`config.mk`:
```
export PLATFORM = sky130hd
export DESIGN_NAME = best_fit_bin_packing
export DESIGN_NICKNAME = d
export VERILOG_FILES = /design/src/bfbp_pkg.sv /design/src/bfbp_best.sv /design/src/best_fit_bin_packing.sv
export SDC_FILE = /design/constraint.sdc
export NUM_CORES = 2
export LEC_CHECK = 0
export BUFFER_PORTS_ARGS = -buffer_cell sky130_fd_sc_hd__buf_2
export CORE_MARGIN = 3
export CORE_UTILIZATION = 25
export DETAILED_ROUTE_END_ITERATION = 8
export PLACE_DENSITY = 0.39
export SLEW_MARGIN = 5
export SYNTH_ARGS = -nofsm -noshare
export SYNTH_HDL_FRONTEND = slang
export SYNTH_SLANG_ARGS = --single-unit
```
`constraint.sdc`:
```
create_clock -name i_clk -period 11.2 [get_ports i_clk]
set_input_delay 2.24 -clock i_clk [delete_from_list [all_inputs] [get_ports i_clk]]
set_output_delay 2.24 -clock i_clk [all_outputs]
set_load 0.02 [all_outputs]
```
`src/bfbp_pkg.sv`:
```
`timescale 1ns / 1ps
`default_nettype none

package bfbp_pkg;

    localparam int LEN_W     = 16;
    localparam int IDX_OUT_W = 6;
    localparam int CNT_OUT_W = 7;
    localparam int STAT_W    = 2;

    localparam logic [LEN_W-1:0] CAP_RESET = 16'd1000;

    localparam logic [STAT_W-1:0] ST_PLACED   = 2'd0;
    localparam logic [STAT_W-1:0] ST_TOO_LONG = 2'd1;
    localparam logic [STAT_W-1:0] ST_NO_BIN   = 2'd2;

    typedef enum logic [2:0] {
        S_IDLE  = 3'b001,
        S_SCAN  = 3'b010,
        S_WRITE = 3'b100
    } t_state;

    typedef struct packed {
        logic clr;
        logic vld;
    } t_scan_ctl;

endpackage

`default_nettype wire

```
`src/bfbp_best.sv`:
```
`timescale 1ns / 1ps
`default_nettype none

module bfbp_best #(
    parameter int IDX_W = 6
) (
    input  wire                           i_clk,
    input  wire                           i_rst_n,
    input  bfbp_pkg::t_scan_ctl           i_ctl,
    input  wire [IDX_W-1:0]               i_idx,
    input  wire [bfbp_pkg::LEN_W-1:0]     i_rem,
    input  wire [bfbp_pkg::LEN_W-1:0]     i_len,
    output logic                          o_found,
    output logic [IDX_W-1:0]              o_best_idx,
    output logic [bfbp_pkg::LEN_W-1:0]    o_best_left
);

    logic                       r_found;
    logic [IDX_W-1:0]           r_best_idx;
    logic [bfbp_pkg::LEN_W-1:0] r_best_left;
    logic                       fit;
    logic [bfbp_pkg::LEN_W-1:0] left;
    logic                       take;

    assign fit  = (i_rem >= i_len);
    assign left = i_rem - i_len;
    // strict compare keeps the lowest index on ties
    assign take = i_ctl.vld && fit && (!r_found || (left < r_best_left));

    always_ff @(posedge i_clk) begin
        if (!i_rst_n) begin
            r_found <= 1'b0;
        end else if (i_ctl.clr) begin
            r_found <= 1'b0;
        end else if (take) begin
            r_found <= 1'b1;
        end
    end

    always_ff @(posedge i_clk) begin
        if (take && !i_ctl.clr) begin
            r_best_idx  <= i_idx;
            r_best_left <= left;
        end
    end

    assign o_found     = r_found;
    assign o_best_idx  = r_best_idx;
    assign o_best_left = r_best_left;

endmodule

`default_nettype wire

```
`src/best_fit_bin_packing.sv`:
```
// The single read port of the bin memory is walked one bin per cycle over the open bins,
// then come a drain step, the write-back and the result strobe; an item longer than the
// capacity skips the walk. Busy holds from the accepting edge through the write-back, so
// a new item is taken only once the previous one is through. The receiver cannot stall.
// Reset: synchronous, active low; clears the open bin count, capacity goes to 1000.
`timescale 1ns / 1ps
`default_nettype none

module best_fit_bin_packing #(
    parameter int MAX_BINS = 64
) (
    input  wire                               i_clk,
    input  wire                               i_rst_n,
    input  wire                               start,
    output logic                              busy,
    input  wire  [bfbp_pkg::LEN_W-1:0]        i_item_length,
    input  wire                               i_last_item,
    input  wire                               i_cfg_valid,
    output logic                              o_cfg_ready,
    input  wire  [bfbp_pkg::LEN_W-1:0]        i_cfg_data,
    output logic                              o_result_valid,
    output logic [bfbp_pkg::IDX_OUT_W-1:0]    o_bin_index,
    output logic                              o_opened_new,
    output logic [bfbp_pkg::LEN_W-1:0]        o_remaining_after,
    output logic [bfbp_pkg::CNT_OUT_W-1:0]    o_bins_used,
    output logic [bfbp_pkg::STAT_W-1:0]       o_status
);

    localparam int IW = $clog2(MAX_BINS);
    localparam int CW = $clog2(MAX_BINS + 1);

    bfbp_pkg::t_state r_state, n_state;

    logic [bfbp_pkg::LEN_W-1:0] r_cap;
    logic [bfbp_pkg::LEN_W-1:0] r_len;
    logic                       r_last;
    logic                       r_too_long;
    logic [CW-1:0]              r_addr;
    logic [CW-1:0]              r_count;
    logic                       r_cmp_vld;
    logic [IW-1:0]              r_cmp_idx;
    logic [bfbp_pkg::LEN_W-1:0] r_rdata;

    logic [bfbp_pkg::LEN_W-1:0] mem [MAX_BINS];

    logic                       accept;
    logic                       too_long_in;
    logic                       rd_en;
    logic [IW-1:0]              rd_addr;
    logic                       wr_en;
    logic [IW-1:0]              wr_addr;
    logic [bfbp_pkg::LEN_W-1:0] wr_data;

    bfbp_pkg::t_scan_ctl        scan_ctl;
    logic                       found;
    logic [IW-1:0]              best_idx;
    logic [bfbp_pkg::LEN_W-1:0] best_left;

    logic                       r_res_vld;
    logic [bfbp_pkg::IDX_OUT_W-1:0] r_res_idx;
    logic                       r_res_new;
    logic [bfbp_pkg::LEN_W-1:0] r_res_left;
    logic [bfbp_pkg::CNT_OUT_W-1:0] r_res_used;
    logic [bfbp_pkg::STAT_W-1:0] r_res_stat;

    assign busy        = (r_state != bfbp_pkg::S_IDLE);
    assign accept      = start && !busy;
    assign too_long_in = (i_item_length > r_cap);
    assign o_cfg_ready = 1'b1;

    always_ff @(posedge i_clk) begin
        if (!i_rst_n) begin
            r_cap <= bfbp_pkg::CAP_RESET;
        end else if (i_cfg_valid && o_cfg_ready) begin
            r_cap <= i_cfg_data;
        end
    end

    // read address sequencing
    always_comb begin
        rd_en   = 1'b0;
        rd_addr = '0;
        unique case (r_state)
            bfbp_pkg::S_IDLE: begin
                rd_en = accept && !too_long_in && (r_count != '0);
            end
            bfbp_pkg::S_SCAN: begin
                rd_en   = (r_addr < r_count);
                rd_addr = r_addr[IW-1:0];
            end
            bfbp_pkg::S_WRITE: begin
                rd_en = 1'b0;
            end
            default: begin
                rd_en = 1'b0;
            end
        endcase
    end

    // write-back decision
    always_comb begin
        wr_en   = 1'b0;
        wr_addr = best_idx;
        wr_data = best_left;
        if ((r_state == bfbp_pkg::S_WRITE) && !r_too_long) begin
            if (found) begin
                wr_en = 1'b1;
            end else if (r_count != CW'(MAX_BINS)) begin
                wr_en   = 1'b1;
                wr_addr = r_count[IW-1:0];
                wr_data = r_cap - r_len;
            end
        end
    end

    always_ff @(posedge i_clk) begin
        if (wr_en) begin
            mem[wr_addr] <= wr_data;
        end
    end

    always_ff @(posedge i_clk) begin
        if (rd_en) begin
            r_rdata <= mem[rd_addr];
        end
        r_cmp_idx <= rd_addr;
    end

    assign scan_ctl.clr = accept;
    assign scan_ctl.vld = r_cmp_vld;

    bfbp_best #(
        .IDX_W(IW)
    ) u_best (
        .i_clk      (i_clk),
        .i_rst_n    (i_rst_n),
        .i_ctl      (scan_ctl),
        .i_idx      (r_cmp_idx),
        .i_rem      (r_rdata),
        .i_len      (r_len),
        .o_found    (found),
        .o_best_idx (best_idx),
        .o_best_left(best_left)
    );

    always_comb begin
        n_state = r_state;
        unique case (r_state)
            bfbp_pkg::S_IDLE: begin
                if (accept) begin
                    n_state = bfbp_pkg::S_SCAN;
                end
            end
            bfbp_pkg::S_SCAN: begin
                // no compare pending: the last bin has been seen
                if (!r_cmp_vld) begin
                    n_state = bfbp_pkg::S_WRITE;
                end
            end
            bfbp_pkg::S_WRITE: begin
                n_state = bfbp_pkg::S_IDLE;
            end
            default: begin
                n_state = bfbp_pkg::S_IDLE;
            end
        endcase
    end

    always_ff @(posedge i_clk) begin
        if (!i_rst_n) begin
            r_state   <= bfbp_pkg::S_IDLE;
            r_cmp_vld <= 1'b0;
            r_count   <= '0;
            r_addr    <= '0;
            r_res_vld <= 1'b0;
        end else begin
            r_state   <= n_state;
            r_cmp_vld <= rd_en;
            r_res_vld <= (r_state == bfbp_pkg::S_WRITE);
            if (accept) begin
                r_addr <= CW'(1);
            end else if (rd_en) begin
                r_addr <= r_addr + CW'(1);
            end
            if (r_state == bfbp_pkg::S_WRITE) begin
                if (r_last) begin
                    r_count <= '0;
                end else if (wr_en && !found) begin
                    r_count <= r_count + CW'(1);
                end
            end
        end
    end

    always_ff @(posedge i_clk) begin
        if (accept) begin
            r_len      <= i_item_length;
            r_last     <= i_last_item;
            r_too_long <= too_long_in;
        end
    end

    always_ff @(posedge i_clk) begin
        if (r_state == bfbp_pkg::S_WRITE) begin
            r_res_idx  <= '0;
            r_res_new  <= 1'b0;
            r_res_left <= '0;
            r_res_used <= bfbp_pkg::CNT_OUT_W'(r_count);
            if (r_too_long) begin
                r_res_stat <= bfbp_pkg::ST_TOO_LONG;
            end else if (found) begin
                r_res_stat <= bfbp_pkg::ST_PLACED;
                r_res_idx  <= bfbp_pkg::IDX_OUT_W'(best_idx);
                r_res_left <= best_left;
            end else if (r_count == CW'(MAX_BINS)) begin
                r_res_stat <= bfbp_pkg::ST_NO_BIN;
            end else begin
                r_res_stat <= bfbp_pkg::ST_PLACED;
                r_res_idx  <= bfbp_pkg::IDX_OUT_W'(r_count);
                r_res_new  <= 1'b1;
                r_res_left <= r_cap - r_len;
                r_res_used <= bfbp_pkg::CNT_OUT_W'(r_count + CW'(1));
            end
        end
    end

    assign o_result_valid    = r_res_vld;
    assign o_bin_index       = r_res_idx;
    assign o_opened_new      = r_res_new;
    assign o_remaining_after = r_res_left;
    assign o_bins_used       = r_res_used;
    assign o_status          = r_res_stat;

endmodule

`default_nettype wire

```
# Word level (Yosys, flattened, before mapping)
# Memory sizes are Yosys's and may differ from the RTL's. A register that Yosys moved wholly into a read port is not among the register bits.
# Index checks and enable logic that the tools add are counted.
totals:
  ff_bits: 114
  ram_bits: 1024
  out_inout_bits: 35
  word_cells: 89
  n_memories: 1
mem_list:
  columns: ["name", "depth", "width", "rd", "rd_ports_with_merged_regs", "wr", "line_no", "rtl"]
  rows:
  - ["mem", 64, 16, 1, 1, 1, "best_fit_bin_packing.sv:44", "logic [bfbp_pkg::LEN_W-1:0] mem [MAX_BINS];"]
op_classes:
  addsub: 4
  n_lt_le_gt_ge: 4
  eq_ne: 8
  n_mux: 30
  bitwise: 1
  reduce_logical: 21
ops:
  columns: ["op", "count"]
  rows:
  - ["2-to-1 mux 16 bit", 5]
  - ["2-to-1 mux 6 bit", 6]
  - ["2-to-1 mux 7 bit", 5]
  - ["subtractor 16 bit", 2]
  - ["greater-or-equal comparator 16 bit", 1]
  - ["greater-than comparator 16 bit", 1]
  - ["less-than comparator 16 bit", 1]
  - ["adder 7 x 1 -> 7 bit (second input constant)", 2]
  - ["2-to-1 mux 1 bit", 9]
  - ["logical AND 1 bit", 8]
  - ["equality test 7 bit (second input constant)", 1]
  - ["less-than comparator 7 bit", 1]
  - ["inequality test 7 bit (second input constant)", 1]
  - ["nonzero test 7 bit", 1]
  - ["2-to-1 mux 3 bit", 2]
  - ["case mux 3 bit (2 select lines)", 1]
  - ["zero test 1 bit", 5]
  - ["inequality test 2 bit (second input constant)", 2]
  - ["AND reduction 2 bit", 2]
  - ["nonzero test 2 bit", 2]
  - ["OR reduction 2 bit", 2]
  - ["equality test 3 x 1 -> 1 bit (second input constant)", 1]
  - ["equality test 3 x 2 -> 1 bit (second input constant)", 1]
  - ["equality test 3 bit (second input constant)", 1]
  - ["other kinds (5)", 5]

# Longest topological paths before layout
depth:
  word_depth: 8
  depth_mapped: 18
  depth_no_buf: 18

# Hierarchy
# From an unflattened synthesis, not the netlist that was laid out.
hier_totals:
  cells_unflattened: 3858
  hier_area_um2: 48989.5
by_module_without_submodules:
  columns: ["module", "n_inst", "cells_each", "area_per_inst_um2", "seq_area_each_um2"]
  rows:
  - ["best_fit_bin_packing", 1, 3657, 47052.6, 33552.2]
  - ["bfbp_best", 1, 201, 1936.9, 680.7]

# Worst setup path after synthesis
# OpenSTA, ideal clock, no wires.
synth_path:
  kind: "reg2reg"
  start: "reg r_cap[0] (netlist name)"
  end: "mem mem[0][12] (netlist name), data pin"
  setup_ns: 0.702
  arrival_time_ns: 4.497
  setup_slack_ns: 6.002
  stages_incl_launch_ff: 12
  n_path_buf: 0
  path_cell_list: "dfxtp_1 > inv_1 > ha_1 > inv_1 > fa_1 > a211oi_1 > o21bai_1 > o21ai_0 > o21ai_0 > a31oi_1 > xor2_1 > o21ai_0"
synth_via:
  elab_chain_cells: 4
synth_lines:
  columns: ["item", "line_no", "rtl"]
  rows:
  - ["start: declaration", "best_fit_bin_packing.sv:34", "logic [bfbp_pkg::LEN_W-1:0] r_cap;"]
  - ["start signal: assignment", "best_fit_bin_packing.sv:73", "r_cap <= bfbp_pkg::CAP_RESET;"]
  - ["start signal: assignment", "best_fit_bin_packing.sv:75", "r_cap <= i_cfg_data;"]
  - ["subtractor 16 bit", "best_fit_bin_packing.sv:111", "wr_data = r_cap - r_len;"]
  - ["2-to-1 mux 16 bit", "best_fit_bin_packing.sv:108", "end else if (r_count != CW'(MAX_BINS)) begin"]
  - ["2-to-1 mux 16 bit", "best_fit_bin_packing.sv:106", "if (found) begin"]
  - ["2-to-1 mux 16 bit", "best_fit_bin_packing.sv:105", "if ((r_state == bfbp_pkg::S_WRITE) && !r_too_long) begin"]
  - ["net wr_data (one bit)", "best_fit_bin_packing.sv:52", "logic [bfbp_pkg::LEN_W-1:0] wr_data;"]
  - ["end: declaration", "best_fit_bin_packing.sv:44", null]
# The timed path passes the listed nets, and every way through them passes these cells.

# Worst setup path after layout
layout_path:
  start: "reg r_count[3]"
  end: "mem mem[58][5] (netlist name), enable pin"
layout_via:
  elab_chain_cells: 6
  elab_cells_between_ends: 9
layout_lines:
  columns: ["item", "line_no", "rtl"]
  rows:
  - ["start: declaration", "best_fit_bin_packing.sv:39", "logic [CW-1:0] r_count;"]
  - ["start signal: assignment", "best_fit_bin_packing.sv:189", "r_count <= r_count + CW'(1);"]
  - ["inequality test 7 bit", "best_fit_bin_packing.sv:108", null]
  - ["2-to-1 mux 1 bit", "best_fit_bin_packing.sv:108", null]
  - ["2-to-1 mux 1 bit", "best_fit_bin_packing.sv:106", null]
  - ["2-to-1 mux 1 bit", "best_fit_bin_packing.sv:105", null]
  - ["2-to-1 mux 1 bit", "best_fit_bin_packing.sv:117", "if (wr_en) begin"]
  - ["2-to-1 mux 1 bit (implied by the code)", "best_fit_bin_packing.sv:118", "mem[wr_addr] <= wr_data;"]
# Parallel ways exist; a longest one is shown, timed or not.

==> flow_summary.yaml <==
run:
  maxCapViolCount: 0
grt:
  grt_util_all_layers_pct: 15.5
  antenna_found_initial: 6
  first_global_vias: 29741
  grt_max_degree: 167
  grt_first_pass_wirelength_um: 224000
  grt_overflow_total: 0
synth:
  synth-compound-area-share_pct: 13.8
  ys_ff_latch: 1154
  yosysSeqAreaShare_pct: 70.8
  synth_area_mm2: 0.0484
  synth_cells: 3599
  synthSimpleGateAreaFrac_pct: 9.60
  synth_edf_count: 1112
  synth-main-ff-cell: "edfxtp_1"
  synth_top_family_by_area: "compound AO/OA/AOI/OAI gates"
  synthAdderAreaFrac_pct: 1.95
  async_flop_share_pct: 0
  synth.mux.area_fraction_pct: 0.497
  avgSynthCellArea_um2: 13.4
  syn-num-nets: 3710
  synth-xor-area-share_pct: 0.561
  ys_types: 71
  ys_warn_count: 0
drt:
  drtIter0Drc: 2214
  ant_nets: 0
  dr_wl_met3_um: 8600
  via_count: 30420
  drtPass1Iterations: 5
  met1_length_um: 72900
  drcViolationCount: 0
  post_drt_wl_per_cell_um: 24.8
  via_per_inst: 4.83
  top_layer: "met4"
  wl_met2_um: 69700
  routed_wl_um: 156000
clock_tree:
  htreeDepth: 4
  cts_tree: "built"
  hold_buffers: 0
  clock-sinks: 1154
  cts.path.max_buffers: 3
  cts-buffers-inserted: 137
  ctsResizeCount: 0
  cts_setup_buffers: 0
  clk_pin_slew_ps: 50
  cts-root-buf: "clkbuf_16"
  clkLatencyLatePin_ps: 760
power_and_ir_drop:
  p_switching_mw: 2.04
  switching_share_pct: 22.1
  pwr-share-clk_pct: 45.9
  powerDensity_mw_per_mm2: 165
  vdd_ir_drop_max_uv: 138
  comb_power_share_pct: 3.5
  sequentialPowerShare_pct: 50.6
  internal_power_mw: 7.22
  p_leak_nw: 18.0
floorplanning:
  die_y_um: 446
  coreArea_mm2: 0.191
  placementRows: 160
  die-area_mm2: 0.199
  pin_count: 72
  die_w_um: 446
  initial_core_util_pct: 25.3
timing:
  relSlewSlack_pct: 22.4
  period_share_pct: 43.4
  hold_viol_final: 0
  slew_viol_final: 0
  max_freq_mhz: 206
  setup_viol: 0
  grt_setup_unrepaired: "no"
  worstMarginPinSlew_ps: 1160
  setup_tns_ps: 0
  layout_min_cycle_time_ps: 4860
  finClkSkew_ps: 43.3
  setup_slack_ps: 6340
setup_path:
  slowest_delay_ps: 920
  critPathCaptureType: "flip-flop"
  crit_slowest_cell: "nor2_2"
  worstPathRequired_ps: 11550
  start_kind: "flip-flop"
  cp_num_buf_inv: 2
  critPathKind: "flip-flop to flip-flop"
  cp.arrival_ps: 5210
  path_delay_family: "simple AND/OR/NAND/NOR gates"
  crit_chain: "nor4_1 > and3_1 > inv_2 > nand2_2 > buf_4 > nand3_1 > o21ai_0 > nand2b_1 > nor2_2"
  crit_fanout: 34
finish:
  area_growth_pct: 16.3
  final_cell_mix: "edfxtp_1 (1112), nand2_1 (304), nor2_1 (251)"
  fin_nets: 3788
  layout-drive-gt1-share_pct: 12.0
  layout_commonest_cell: "edfxtp_1"
placed_design:
  gp_congestion: 0.776
  io_buffers: 70
  dp_hpwl_um: 91400
  dp_slack_ps: 6400
outcome:
  outcome: "finished clean"
worst_hold_path:
  holdCritPathClass: "flip-flop to flip-flop"
## registers in the layout (all words and copies together) (netlist names), 2 cells and up
| register | cells |
|---|---|
| r_addr | 7 |
| r_cmp_idx | 6 |
| u_best.o_best_left | 16 |
| u_best.o_best_idx | 6 |
| o_bins_used | 7 |
| o_remaining_after | 16 |
| r_count | 7 |
| mem | 1024 |
| r_len | 16 |
| r_rdata | 16 |
| o_bin_index | 6 |
| o_status | 2 |
| r_cap | 16 |
| r_state | 3 |
## per-stage QoR
step	instances	instance area (um2)	power (mW)	hold WS, ps	utilization [%]
finish	6295	56200	9.26	403	29.4
global route	6293	56200	9.58	410	29.4
CTS	6292	56200	9.38	402	29.4
floorplan	3599	48400	4.99	386	-
global placement	6049	52000	5.10	388	27.2
detailed placement	6049	52000	5.10	389	27.2
## final cells by class
cell class,instances,area [um2]
multi-input combinational,2136,13100
clock buffer,180,3630
tap,2511,3140
antenna,3,7.51
fill,19189,135000
clock inverter,63,604
sequential,1154,34200
timing repair buffer,170,1180
inverter,78,304
## cell families (layout without fill, tap and decap cells)
family,count (synthesis),count (layout)
adder cells (fa/ha/maj),74,74
XOR/XNOR,31,31
AO/OA/AOI/OAI,1016,1016
buffers and inverters,309,491
other,1,4
multiplexers,24,24
flip-flops,1154,1154
AND/OR/NAND/NOR,990,990
## cell usage after synthesis (12+ instances only)
cell type / n / area, um2
mux2i_1: 24 / 240
nor2_1: 279 / 1050
inv_1: 75 / 282
nor4_2: 14 / 175
a221oi_1: 93 / 815
xnor2_1: 19 / 166
a31oi_1: 51 / 319
o221a_2: 15 / 169
a21oi_1: 238 / 1190
nand2_1: 304 / 1140
a21o_1: 44 / 330
nor3_1: 75 / 375
ha_1: 72 / 901
a22oi_1: 83 / 623
nand2b_1: 50 / 313
buf_2: 67 / 335
o21ai_0: 190 / 951
and3_1: 37 / 231
buf_1: 24 / 90.1
o221ai_1: 43 / 377
nand3_1: 111 / 556
o211ai_1: 13 / 97.6
nor2b_1: 23 / 144
dfxtp_1: 42 / 841
o21a_1: 132 / 991
nor4_1: 34 / 213
xor2_1: 12 / 105
nand4_1: 12 / 75.1
o22ai_1: 69 / 432
edfxtp_1: 1112 / 33400
clkbuf_1: 125 / 469
## final timing paths
kind                            cells past startpoint                        endpoint  slack (ps)               startpoint
worst max register to register                      9            mem[58][5]$_DFFE_PP_        6340  r_count[3]$_SDFFE_PN0P_
worst min register to register                      0  u_best.o_best_idx[0]$_DFFE_PP_         400     r_cmp_idx[0]$_DFF_P_
worst min-delay path                                0  u_best.o_best_idx[0]$_DFFE_PP_         400     r_cmp_idx[0]$_DFF_P_
worst max-delay path                                9            mem[58][5]$_DFFE_PP_        6340  r_count[3]$_SDFFE_PN0P_
## layer usage
metal  global-route usage, %  vias to the layer above
met5                       0                        -
met4                    5.27                        0
met3                    3.12                      212
met2                    23.7                      769
met1                    21.7                    15398
li1                        -                    14041
## power by group through the flow
stage	Combinational, mW	Sequential (mW)	Clock, mW
2_1_floorplan	0.218	4.77	0
3_3_place_gp	0.322	4.78	0
3_5_place_dp	0.321	4.78	0
4_1_cts	0.323	4.69	4.37
5_1_grt	0.356	4.69	4.54
6_report	0.320	4.69	4.25
(Power assumes the default switching activity.)
